==> config.mk <==
export PLATFORM = sky130hd
export DESIGN_NAME = flow_result_release_scheduler
export DESIGN_NICKNAME = d
export VERILOG_FILES = /design/src/design/frrs_pkg.sv /design/src/design/frrs_regs.sv /design/src/design/frrs_core.sv /design/src/design/flow_result_release_scheduler.sv
export SDC_FILE = /design/constraint.sdc
export NUM_CORES = 1
export LEC_CHECK = 0
export ABC_CLOCK_PERIOD_IN_PS = 7400
export BUFFER_PORTS_ARGS = -buffer_cell sky130_fd_sc_hd__buf_4
export CAP_MARGIN = 10
export CORE_MARGIN = 1.5
export CORE_UTILIZATION = 33
export DETAILED_ROUTE_END_ITERATION = 6
export SYNTH_ARGS = -nofsm -noshare
export SYNTH_HDL_FRONTEND = slang
export SYNTH_SLANG_ARGS = --single-unit
==> constraint.sdc <==
create_clock -name clk -period 7.4 [get_ports clk]
set_input_delay 1.48 -clock clk [delete_from_list [all_inputs] [get_ports clk]]
set_output_delay 1.48 -clock clk [all_outputs]
set_load 0.01 [all_outputs]
==> src/design/frrs_pkg.sv <==
package frrs_pkg;

	localparam int unsigned IdxW   = 24;
	localparam int unsigned CountW = 16;
	localparam int unsigned CycleW = 48;
	localparam int unsigned AddrW  = 4;
	localparam int unsigned DataW  = 32;

	localparam logic [CycleW-1:0] DueMax = {CycleW{1'b1}};

	typedef enum logic [1:0] {
		REQ_START  = 2'd0,
		REQ_DEFER  = 2'd1,
		REQ_TIMED  = 2'd2,
		REQ_FORCED = 2'd3
	} req_kind_t;

	typedef enum logic [1:0] {
		STATUS_OK           = 2'd0,
		STATUS_NOT_STARTED  = 2'd1,
		STATUS_NOT_DUE      = 2'd2,
		STATUS_ALL_RELEASED = 2'd3
	} status_t;

	typedef enum logic [1:0] {
		REG_TOTAL_RESULTS    = 2'd0,
		REG_RESULTS_PER_FLOW = 2'd1,
		REG_FILL_LATENCY     = 2'd2,
		REG_FLOW_GAP         = 2'd3
	} reg_index_t;

	typedef struct packed {
		req_kind_t          req_type;
		logic [CycleW-1:0]  now_cycle;
	} req_t;

	typedef struct packed {
		status_t            status;
		logic               granted;
		logic [IdxW-1:0]    result_index;
		logic [IdxW-1:0]    released_count;
		logic               all_done;
		logic               is_started;
		logic [CycleW-1:0]  next_due_cycle;
	} rsp_t;

	typedef struct packed {
		logic [IdxW-1:0]    total_results;
		logic [CountW-1:0]  results_per_flow;
		logic [CountW-1:0]  fill_latency;
		logic [CountW-1:0]  flow_gap;
	} cfg_t;

endpackage

==> src/design/frrs_regs.sv <==
module frrs_regs (
	input  logic                      clk,
	input  logic                      arst_n,
	input  logic                      psel,
	input  logic                      penable,
	input  logic                      pwrite,
	input  logic [frrs_pkg::AddrW-1:0] paddr,
	input  logic [frrs_pkg::DataW-1:0] pwdata,
	output logic [frrs_pkg::DataW-1:0] prdata,
	output logic                      pready,
	output frrs_pkg::cfg_t            cfg
);
	import frrs_pkg::*;

	cfg_t       cfg_q;
	reg_index_t sel;
	logic       wr_en;

	assign sel    = reg_index_t'(paddr[AddrW-1:2]);
	assign wr_en  = psel & penable & pwrite;
	assign pready = 1'b1;
	assign cfg    = cfg_q;

	always_ff @(posedge clk or negedge arst_n) begin
		if (!arst_n) begin
			cfg_q.total_results    <= '0;
			cfg_q.results_per_flow <= CountW'(1);
			cfg_q.fill_latency     <= '0;
			cfg_q.flow_gap         <= '0;
		end else if (wr_en) begin
			unique case (sel)
				REG_TOTAL_RESULTS:    cfg_q.total_results    <= pwdata[IdxW-1:0];
				REG_RESULTS_PER_FLOW: cfg_q.results_per_flow <= pwdata[CountW-1:0];
				REG_FILL_LATENCY:     cfg_q.fill_latency     <= pwdata[CountW-1:0];
				REG_FLOW_GAP:         cfg_q.flow_gap         <= pwdata[CountW-1:0];
				default:              cfg_q                  <= cfg_q;
			endcase
		end
	end

	always_comb begin
		unique case (sel)
			REG_TOTAL_RESULTS:    prdata = DataW'(cfg_q.total_results);
			REG_RESULTS_PER_FLOW: prdata = DataW'(cfg_q.results_per_flow);
			REG_FILL_LATENCY:     prdata = DataW'(cfg_q.fill_latency);
			REG_FLOW_GAP:         prdata = DataW'(cfg_q.flow_gap);
			default:              prdata = '0;
		endcase
	end

endmodule

==> src/design/frrs_core.sv <==
module frrs_core (
	input  logic           clk,
	input  logic           arst_n,
	input  frrs_pkg::cfg_t cfg,
	input  logic           req_valid,
	output logic           req_ready,
	input  frrs_pkg::req_t req,
	output logic           rsp_valid,
	input  logic           rsp_ready,
	output frrs_pkg::rsp_t rsp
);
	import frrs_pkg::*;

	req_t               req_s1;
	logic               valid_s1;
	rsp_t               rsp_s2;
	logic               valid_s2;
	logic               adv;

	logic               started_q;
	logic [CycleW-1:0]  due_q;
	logic [IdxW-1:0]    idx_q;
	logic [CountW-1:0]  pos_q;

	logic               started_d;
	logic [CycleW-1:0]  due_d;
	logic [IdxW-1:0]    idx_d;
	logic [CountW-1:0]  pos_d;
	rsp_t               rsp_d;

	logic               done;
	logic               flow_end;
	logic [CountW:0]    step;
	logic [CycleW:0]    rel_sum;
	logic [CycleW:0]    start_sum;
	logic [CycleW-1:0]  rel_due;
	logic [CycleW-1:0]  start_due;

	assign adv       = valid_s1 & (~valid_s2 | rsp_ready);
	assign req_ready = ~valid_s1 | adv;
	assign rsp_valid = valid_s2;
	assign rsp       = rsp_s2;

	assign done      = idx_q >= cfg.total_results;
	assign flow_end  = ({1'b0, pos_q} + (CountW+1)'(1)) >= {1'b0, cfg.results_per_flow};
	assign step      = flow_end ? ({1'b0, cfg.flow_gap} + (CountW+1)'(1)) : (CountW+1)'(1);
	assign rel_sum   = {1'b0, due_q} + (CycleW+1)'(step);
	assign start_sum = {1'b0, req_s1.now_cycle} + (CycleW+1)'(cfg.fill_latency);
	assign rel_due   = rel_sum[CycleW] ? DueMax : rel_sum[CycleW-1:0];
	assign start_due = start_sum[CycleW] ? DueMax : start_sum[CycleW-1:0];

	always_comb begin
		started_d            = started_q;
		due_d                = due_q;
		idx_d                = idx_q;
		pos_d                = pos_q;
		rsp_d.status         = STATUS_OK;
		rsp_d.granted        = 1'b0;
		rsp_d.result_index   = '0;
		priority if (req_s1.req_type == REQ_START) begin
			if (!started_q) begin
				started_d = 1'b1;
				due_d     = start_due;
			end
		end else if (!started_q) begin
			rsp_d.status = STATUS_NOT_STARTED;
		end else if (done) begin
			rsp_d.status = STATUS_ALL_RELEASED;
		end else if (req_s1.req_type == REQ_DEFER) begin
			if (req_s1.now_cycle > due_q) begin
				due_d = req_s1.now_cycle;
			end
		end else if (req_s1.req_type == REQ_TIMED && req_s1.now_cycle < due_q) begin
			rsp_d.status = STATUS_NOT_DUE;
		end else begin
			rsp_d.granted      = 1'b1;
			rsp_d.result_index = idx_q;
			idx_d              = idx_q + IdxW'(1);
			pos_d              = flow_end ? '0 : pos_q + CountW'(1);
			due_d              = rel_due;
		end
		rsp_d.released_count = idx_d;
		rsp_d.all_done       = idx_d >= cfg.total_results;
		rsp_d.is_started     = started_d;
		rsp_d.next_due_cycle = due_d;
	end

	always_ff @(posedge clk or negedge arst_n) begin
		if (!arst_n) begin
			valid_s1  <= 1'b0;
			valid_s2  <= 1'b0;
			started_q <= 1'b0;
			due_q     <= '0;
			idx_q     <= '0;
			pos_q     <= '0;
		end else begin
			if (req_ready) begin
				valid_s1 <= req_valid;
			end
			if (~valid_s2 | rsp_ready) begin
				valid_s2 <= valid_s1;
			end
			if (adv) begin
				started_q <= started_d;
				due_q     <= due_d;
				idx_q     <= idx_d;
				pos_q     <= pos_d;
			end
		end
	end

	always_ff @(posedge clk) begin
		if (req_ready & req_valid) begin
			req_s1 <= req;
		end
		if (adv) begin
			rsp_s2 <= rsp_d;
		end
	end

endmodule

==> src/design/flow_result_release_scheduler.sv <==
// Release scheduler for numbered results: takes one request per clock while
// the response side keeps up and returns one response per request, in order,
// through a request register and then a response register. Throughput is one
// request per cycle, set by the schedule update (a 48-bit saturating add and
// compare) between the request register and the response register. When the
// response register is held and the request register is full, req_ready
// drops until the pending response transaction completes.
module flow_result_release_scheduler (
	input  logic                       clk,
	input  logic                       arst_n,
	input  logic                       psel,
	input  logic                       penable,
	input  logic                       pwrite,
	input  logic [frrs_pkg::AddrW-1:0] paddr,
	input  logic [frrs_pkg::DataW-1:0] pwdata,
	output logic [frrs_pkg::DataW-1:0] prdata,
	output logic                       pready,
	input  logic                       req_valid,
	output logic                       req_ready,
	input  frrs_pkg::req_t             req,
	output logic                       rsp_valid,
	input  logic                       rsp_ready,
	output frrs_pkg::rsp_t             rsp
);
	import frrs_pkg::*;

	cfg_t cfg;

	frrs_regs u_regs (
		.clk     (clk),
		.arst_n  (arst_n),
		.psel    (psel),
		.penable (penable),
		.pwrite  (pwrite),
		.paddr   (paddr),
		.pwdata  (pwdata),
		.prdata  (prdata),
		.pready  (pready),
		.cfg     (cfg)
	);

	frrs_core u_core (
		.clk       (clk),
		.arst_n    (arst_n),
		.cfg       (cfg),
		.req_valid (req_valid),
		.req_ready (req_ready),
		.req       (req),
		.rsp_valid (rsp_valid),
		.rsp_ready (rsp_ready),
		.rsp       (rsp)
	);

endmodule

==> impl_metrics.json, run 1 <==
{
  "core_area_sq_um": 60700,
  "cp-start-kind": "register",
  "clk_pin_slew_ns": 0.06,
  "drc": 0,
  "fp.dieW_um": 251,
  "tightest_slew_ns": 1.17,
  "max-slew-margin-rel_pct": 21.3,
  "slew_violations": 0,
  "wirelength_um": 74400,
  "dieHeight_um": 251,
  "rsz0062_at_grt": "false",
  "reg2reg_setup_slack_ns": 0.40,
  "fin_skew_ns": 0.0262,
  "ant_nets": 0,
  "cts_num_sinks": 314,
  "synth-seq-cells": 314,
  "min_period_ns": 7.00,
  "synth_edf_count": 151,
  "yosys.area.top_type_share_pct": 22.3,
  "yosysWarnings": 0,
  "ys.flop_type": "dfrtp_1",
  "holdCritPathClass": "reg2reg",
  "holdBufCountCts": 0,
  "setup_violations": 0,
  "grt_first_pass_wirelength_um": 110000,
  "worstSetupPathType": "reg2reg",
  "max_freq_mhz": 143,
  "period_share_pct": 94.5,
  "fp-row-count": 90,
  "clk_path_buf_depth": 3,
  "synth_area_per_cell_sq_um": 9.61,
  "placed_area_sq_um": 23000,
  "ys_types": 90,
  "required_ns": 7.67,
  "drt_first_pass_iters": 6,
  "yosys-top-cells-count": "242 x nand2_1, 172 x o21ai_0, 162 x dfrtp_1, 151 x edfxtp_1, 148 x ha_1",
  "grt_overflow_total": 0,
  "min_from": "u_core.pos_q[9]",
  "drv_cap": 0,
  "ys_top_cells_by_area": "edfxtp_1 22%, dfrtp_1 20%, ha_1 9.1%, nand2_1 4.5%, xnor2_1 4.3%",
  "leakage_nw": 10.3,
  "final_layout_size_suffix_gt1_share_pct": 17.9,
  "fin_tns_setup_ns": 0,
  "vdd_ir_drop_max_mv": 0.127,
  "grt_pass1_vias": 17400,
  "r2r-start": "u_core.pos_q[0]",
  "numCtsBuffers": 38,
  "hpwlAfterDp_um": 54300,
  "finalHoldViolCount": 0,
  "powerDensity_nw_per_um2": 293,
  "avgViaCountPerCell": 5.71,
  "postLayoutCellArea_sq_um": 24300,
  "async_flop_share_pct": 51.9,
  "numPortBuffers": 209,
  "postCtsResizedCells": 0,
  "min_to": "u_core.pos_q[9]",
  "ioPinCount": 229,
  "finalPower_w": 0.00711,
  "synth_area_sq_um": 20400,
  "whs_ns": 0.509,
  "nets": 2572,
  "syn_to_final_growth_pct": 19.0,
  "root_buffer": "clkbuf_16",
  "postCtsSetupBuffers": 0,
  "place_congestion": 0.940,
  "cts_tree": "done",
  "netlist.top_cell.by_area": "edfxtp_1",
  "syn_inst": 2121,
  "die_area_sq_um": 63200,
  "cpMaxStageDelayCell": "a2111oi_0",
  "r2r_end": "u_core.rsp[10]",
  "cp-end-kind": "register",
  "grt_usage_pct": 23.1,
  "rr_worst_depth": 25,
  "wl_per_cell_um": 23.7,
  "grt_antenna_before_repair": 0,
  "clk_latency_ns": 0.58,
  "grt_max_degree": 90,
  "cp_slowest_stage_delay_ns": 0.64,
  "critPathMaxFanout": 9,
  "num_vias": 17900,
  "crit_arrival_ns": 7.27,
  "yosysMostFrequentCell": "nand2_1",
  "initial_utilization_pct": 33.6,
  "whs_path_depth": 2,
  "drt_iter0_drc": 1814,
  "status": "finished clean",
  "htree_levels": 2,
  "yosysSeqAreaShare_pct": 42.3
}
==> per-stage QoR <==
stage | utilization [%] | instances | setup slack, ns
4_1_cts | 39.9 | 3139 | 0.607
6_report | 40.0 | 3142 | 0.404
5_1_grt | 40.0 | 3140 | 0.0353
2_1_floorplan | - | 2128 | 1.43
3_5_place_dp | 37.8 | 3070 | 0.656
3_3_place_gp | 37.8 | 3070 | 0.795
==> state kept, by name (all words and copies together) (netlist names) <==
register	count
u_core.pos_q	16
u_core.req_s1	50
u_core.rsp	101
u_core.valid_s1	1
u_core.rsp_valid	1
u_core.started_q	1
u_core.due_q	48
u_regs.cfg	72
u_core.idx_q	24
==> critical path: cells and delay by family (launching register included) <==
family / cells / cell delay [ns]
simple gates: 10 / 2.47
compound gates: 9 / 2.32
fa+ha+maj: 3 / 0.97
flops: 1 / 0.44
buf+inv: 2 / 0.33
xor+xnor: 1 / 0.17
==> cell usage in the layout (no fill, tap or decap), types with 12 or more instances in the layout <==
| master | instances |
|---|---|
| dfrtp_1 | 162 |
| clkbuf_16 | 41 |
| ha_1 | 148 |
| mux4_2 | 16 |
| mux2_2 | 40 |
| o211ai_1 | 19 |
| buf_4 | 264 |
| a22oi_1 | 18 |
| o21a_1 | 13 |
| edfxtp_1 | 151 |
| a21oi_1 | 144 |
| a21o_1 | 32 |
| nor2_1 | 120 |
| a221o_1 | 12 |
| nand2_1 | 241 |
| a211oi_1 | 17 |
| o21ai_0 | 172 |
| xnor2_1 | 100 |
| nand2b_1 | 13 |
| nand3_1 | 77 |
| and2_1 | 16 |
| a221oi_1 | 21 |
| nor3_1 | 31 |
| nand4_1 | 49 |
| and3_1 | 64 |
| inv_1 | 105 |
| xor2_1 | 36 |
| o22ai_1 | 14 |
| nor2b_1 | 15 |
==> how the worst max path moves through the flow <==
stage,from,end,cells after the start
detailed placement,u_core.pos_q[0],u_core.rsp[10],25
CTS,u_core.pos_q[0],u_core.rsp[10],25
floorplan,u_core.pos_q[0],u_core.rsp[43],28
global placement,u_core.pos_q[0],u_core.rsp[10],25
global route,u_core.pos_q[0],u_core.rsp[46],28
finish,u_core.pos_q[0],u_core.rsp[10],25
==> metal layers <==
layer / track usage, % / routed length, um
met2: 35.2 / 32900
met1: 32.6 / 32900
met3: 4.33 / 6070
met4: 8.24 / 2460
met5: 0 / 0
==> report_power, final <==
group          internal, W  switching [W]  total, W
Clock              0.00112       0.000802   0.00192
Combinational      0.00105        0.00148   0.00253
Sequential         0.00223       0.000429   0.00266
==> final cells by class <==
cell class	count	area [sq um]
multi-input combinational	1602	11000
sequential	314	8610
timing repair buffer	266	2000
inverter	107	404
tap	782	978
clock inverter	18	195
antenna	2	5.00
clock buffer	51	1080
fill	5930	36400
==> kinds of logic after synthesis <==
logic type	Yosys count	share of synthesized area, %
buf+inv	212	4.23
compound gates	570	18.1
mux	61	4.23
flops	314	42.3
xor+xnor	136	5.85
other cells	2	0.0369
fa+ha+maj	150	9.29
simple gates	676	16.0
No activity file was read; power rests on OpenSTA's default activity.
==> run 2, diff against run 1 <==
--- a/config.mk
+++ b/config.mk
@@ -5,12 +5,13 @@
 export SDC_FILE = /design/constraint.sdc
 export NUM_CORES = 1
 export LEC_CHECK = 0
+export ABC_AREA = 1
 export ABC_CLOCK_PERIOD_IN_PS = 7400
 export BUFFER_PORTS_ARGS = -buffer_cell sky130_fd_sc_hd__buf_4
-export CAP_MARGIN = 10
 export CORE_MARGIN = 1.5
 export CORE_UTILIZATION = 33
 export DETAILED_ROUTE_END_ITERATION = 6
 export SYNTH_ARGS = -nofsm -noshare
 export SYNTH_HDL_FRONTEND = slang
+export SYNTH_HIERARCHICAL = 1
 export SYNTH_SLANG_ARGS = --single-unit
==> run 2 against run 1 <==
The flow now finishes with violations (DRC). Sequential power grew 11%. Clock power is 9% higher. Final cell count up 49%. First-iteration DRC count rose by 42%. Non-clock buffer count decreased by 34. Clock-buffer cell count rose by 4. Die area rose by 20%. Maximum frequency grew 7.1%. Synthesized cell count increased by 68%. Critical path type unchanged. Critical endpoint is now u_core/rsp[18]. Largest cell class unchanged.
==> impl_metrics.json, run 2 <==
{
  "holdCritPathClass": "reg2reg",
  "nets": 3950,
  "yosysSeqAreaShare_pct": 35.2,
  "root_buffer": "clkbuf_16",
  "yosysMostFrequentCell": "nand2_1",
  "dpl.cell_count": 4624,
  "cp-start-kind": "register",
  "yosys-top-cells-count": "1,305 x nand2_1, 423 x inv_1, 331 x nand3_1, 245 x nor2_1, 173 x a21oi_1",
  "yosys.area.top_type_share_pct": 20.0,
  "tightest_slew_ns": 1.15,
  "drt_first_pass_iters": 7,
  "num_vias": 24200,
  "max_freq_mhz": 153,
  "ys_types": 54,
  "vdd_ir_drop_max_mv": 0.161,
  "leakage_nw": 14.0,
  "drt_iter0_drc": 2578,
  "fin_tns_setup_ns": 0,
  "final_core_util_pct": 38.4,
  "synth-seq-cells": 314,
  "min_period_ns": 6.53,
  "syn_to_final_growth_pct": 14.8,
  "fp.dieW_um": 275,
  "postCtsSetupBuffers": 0,
  "initial_utilization_pct": 33.4,
  "fin_cells": 4696,
  "path_common_cell": "nand2_1",
  "ys.flop_type": "dfrtp_1",
  "numCtsBuffers": 40,
  "htree_levels": 2,
  "die_area_sq_um": 75800,
  "whs_ns": 0.503,
  "max-slew-margin-rel_pct": 23.5,
  "ant_nets": 0,
  "wirelength_um": 93500,
  "largest_reg_flops": 101,
  "rsz0062_at_grt": "false",
  "synth_edf_count": 151,
  "worstSetupPathType": "reg2reg",
  "dieHeight_um": 275,
  "syn_inst": 3560,
  "finalHoldViolCount": 0,
  "fin_skew_ns": 0.0266,
  "clk_latency_ns": 0.59,
  "synth_area_sq_um": 24500,
  "yosysWarnings": 6,
  "wl_per_cell_um": 19.9,
  "holdBufCountCts": 0,
  "drc": 6,
  "clk_path_buf_depth": 3,
  "cp_slowest_stage_delay_ns": 0.41,
  "ys_top_cells_by_area": "nand2_1 20%, edfxtp_1 19%, dfrtp_1 17%, ha_1 7.6%, nand3_1 6.8%",
  "grt_max_degree": 104,
  "cp-end-kind": "register",
  "netlist.top_cell.by_area": "nand2_1",
  "slew_violations": 0,
  "postCtsResizedCells": 0,
  "grt_antenna_before_repair": 1,
  "grt_overflow_total": 0,
  "fin_ws_ns": 0.868,
  "mostFrequentLayoutCell": "nand2_1",
  "ioPinCount": 229,
  "core_area_sq_um": 73200,
  "cpMaxStageDelayCell": "or4_1",
  "setup_violations": 0,
  "grt_first_pass_wirelength_um": 138000,
  "async_flop_share_pct": 51.9,
  "hpwlAfterDp_um": 70600,
  "critPathMaxFanout": 32,
  "final_layout_size_suffix_gt1_share_pct": 9.95,
  "crit_arrival_ns": 6.81,
  "grt_pass1_vias": 22300,
  "status": "finished, violations left",
  "pre_cts_ws_ns": 1.08,
  "powerDensity_nw_per_um2": 341,
  "avgViaCountPerCell": 5.15,
  "fillers": 7748,
  "required_ns": 7.67,
  "cts_num_sinks": 314,
  "numPortBuffers": 209,
  "layout_common_cells": "1,303 x nand2_1, 421 x inv_1, 330 x nand3_1",
  "cts_tree": "done",
  "drv_cap": 0,
  "grt_usage_pct": 24.2,
  "period_share_pct": 88.3,
  "place_congestion": 0.972,
  "synth_area_per_cell_sq_um": 6.87,
  "antenna_cells": 0,
  "violations": "DRC",
  "fp-row-count": 99,
  "clk_pin_slew_ns": 0.07
}
==> run 2: cell count changes in the layout (fill, tap and decap cells not counted), moves of 26 or more <==
cell	delta
and3_1	-63
inv_1	+316
o21ai_0	-90
xnor2_1	-92
nand3_1	+253
a21oi_1	+29
mux2_2	-40
nand4_1	+72
nand2_1	+1062
nor2_1	+123
buf_4	-33
nand3b_1	+26
==> run 2: worst paths after layout <==
check	start	to	slack, ns	depth (start not counted)
setup / recovery	u_core/pos_q[0]	u_core/rsp[18]	0.87	36
hold / removal	u_regs/cfg[57]	u_regs/cfg[57]	0.50	2
setup reg to reg	u_core/pos_q[0]	u_core/rsp[18]	0.87	36
hold reg to reg	u_regs/cfg[57]	u_regs/cfg[57]	0.50	2
max in group asynchronous	arst_n	u_core/due_q[37]	5.14	2
min in group asynchronous	arst_n	u_regs/cfg[20]	0.95	1
==> run 2: power by group <==
group | internal [W] | total (W) | leakage (nW) | switching [W]
clock network | 0.00123 | 0.00209 | 0.648 | 0.000863
registers | 0.00241 | 0.00296 | 3.58 | 0.000552
logic | 0.00147 | 0.00454 | 9.78 | 0.00307
==> run 2: worst max-delay path: cells and delay by family (launching register included) <==
| family | cells | cell delay (ns) |
|---|---|---|
| AND/OR/NAND/NOR | 25 | 3.50 |
| buffers and inverters | 6 | 0.97 |
| adder cells (fa/ha/maj) | 3 | 0.81 |
| flip-flops | 1 | 0.39 |
| AO/OA/AOI/OAI | 1 | 0.27 |
| XOR/XNOR | 1 | 0.24 |
==> run 2: metrics by stage <==
| stage | total power (W) | instance area, sq um |
|---|---|---|
| 2_1_floorplan | 0.00572 | 24500 |
| 3_3_place_gp | 0.00738 | 26700 |
| 3_5_place_dp | 0.00741 | 26700 |
| 4_1_cts | 0.00955 | 28100 |
| 5_1_grt | 0.0103 | 28100 |
| 6_report | 0.00959 | 28100 |
==> run 2: cell type report <==
| class | count | area [sq um] | share of cell area, % |
|---|---|---|---|
| multi-input cells | 2689 | 13500 | 48.2 |
| flip-flops and latches | 314 | 8610 | 30.7 |
| repair buffers | 232 | 1750 | 6.21 |
| inverters | 430 | 1630 | 5.80 |
| well taps | 959 | 1200 | 4.27 |
| clock buffers | 55 | 1100 | 3.91 |
| clock inverters | 17 | 278 | 0.989 |
==> run 2: metal layers <==
| layer | vias up | track usage, % | part of all wire, % |
|---|---|---|---|
| li1 | 11800 | - | - |
| met1 | 11300 | 34.6 | 46 |
| met2 | 969 | 36.3 | 43 |
| met3 | 133 | 4.90 | 8.3 |
| met4 | 0 | 8.01 | 3.2 |
| met5 | - | 0 | 0 |
==> run 2: cell families after synthesis <==
kind of cell | share of synthesized area [%]
AO/OA/AOI/OAI | 7.14
XOR/XNOR | 2.47
adder cells (fa/ha/maj) | 7.73
buffers and inverters | 9.71
flip-flops | 35.2
other | 0.0307
AND/OR/NAND/NOR | 37.7
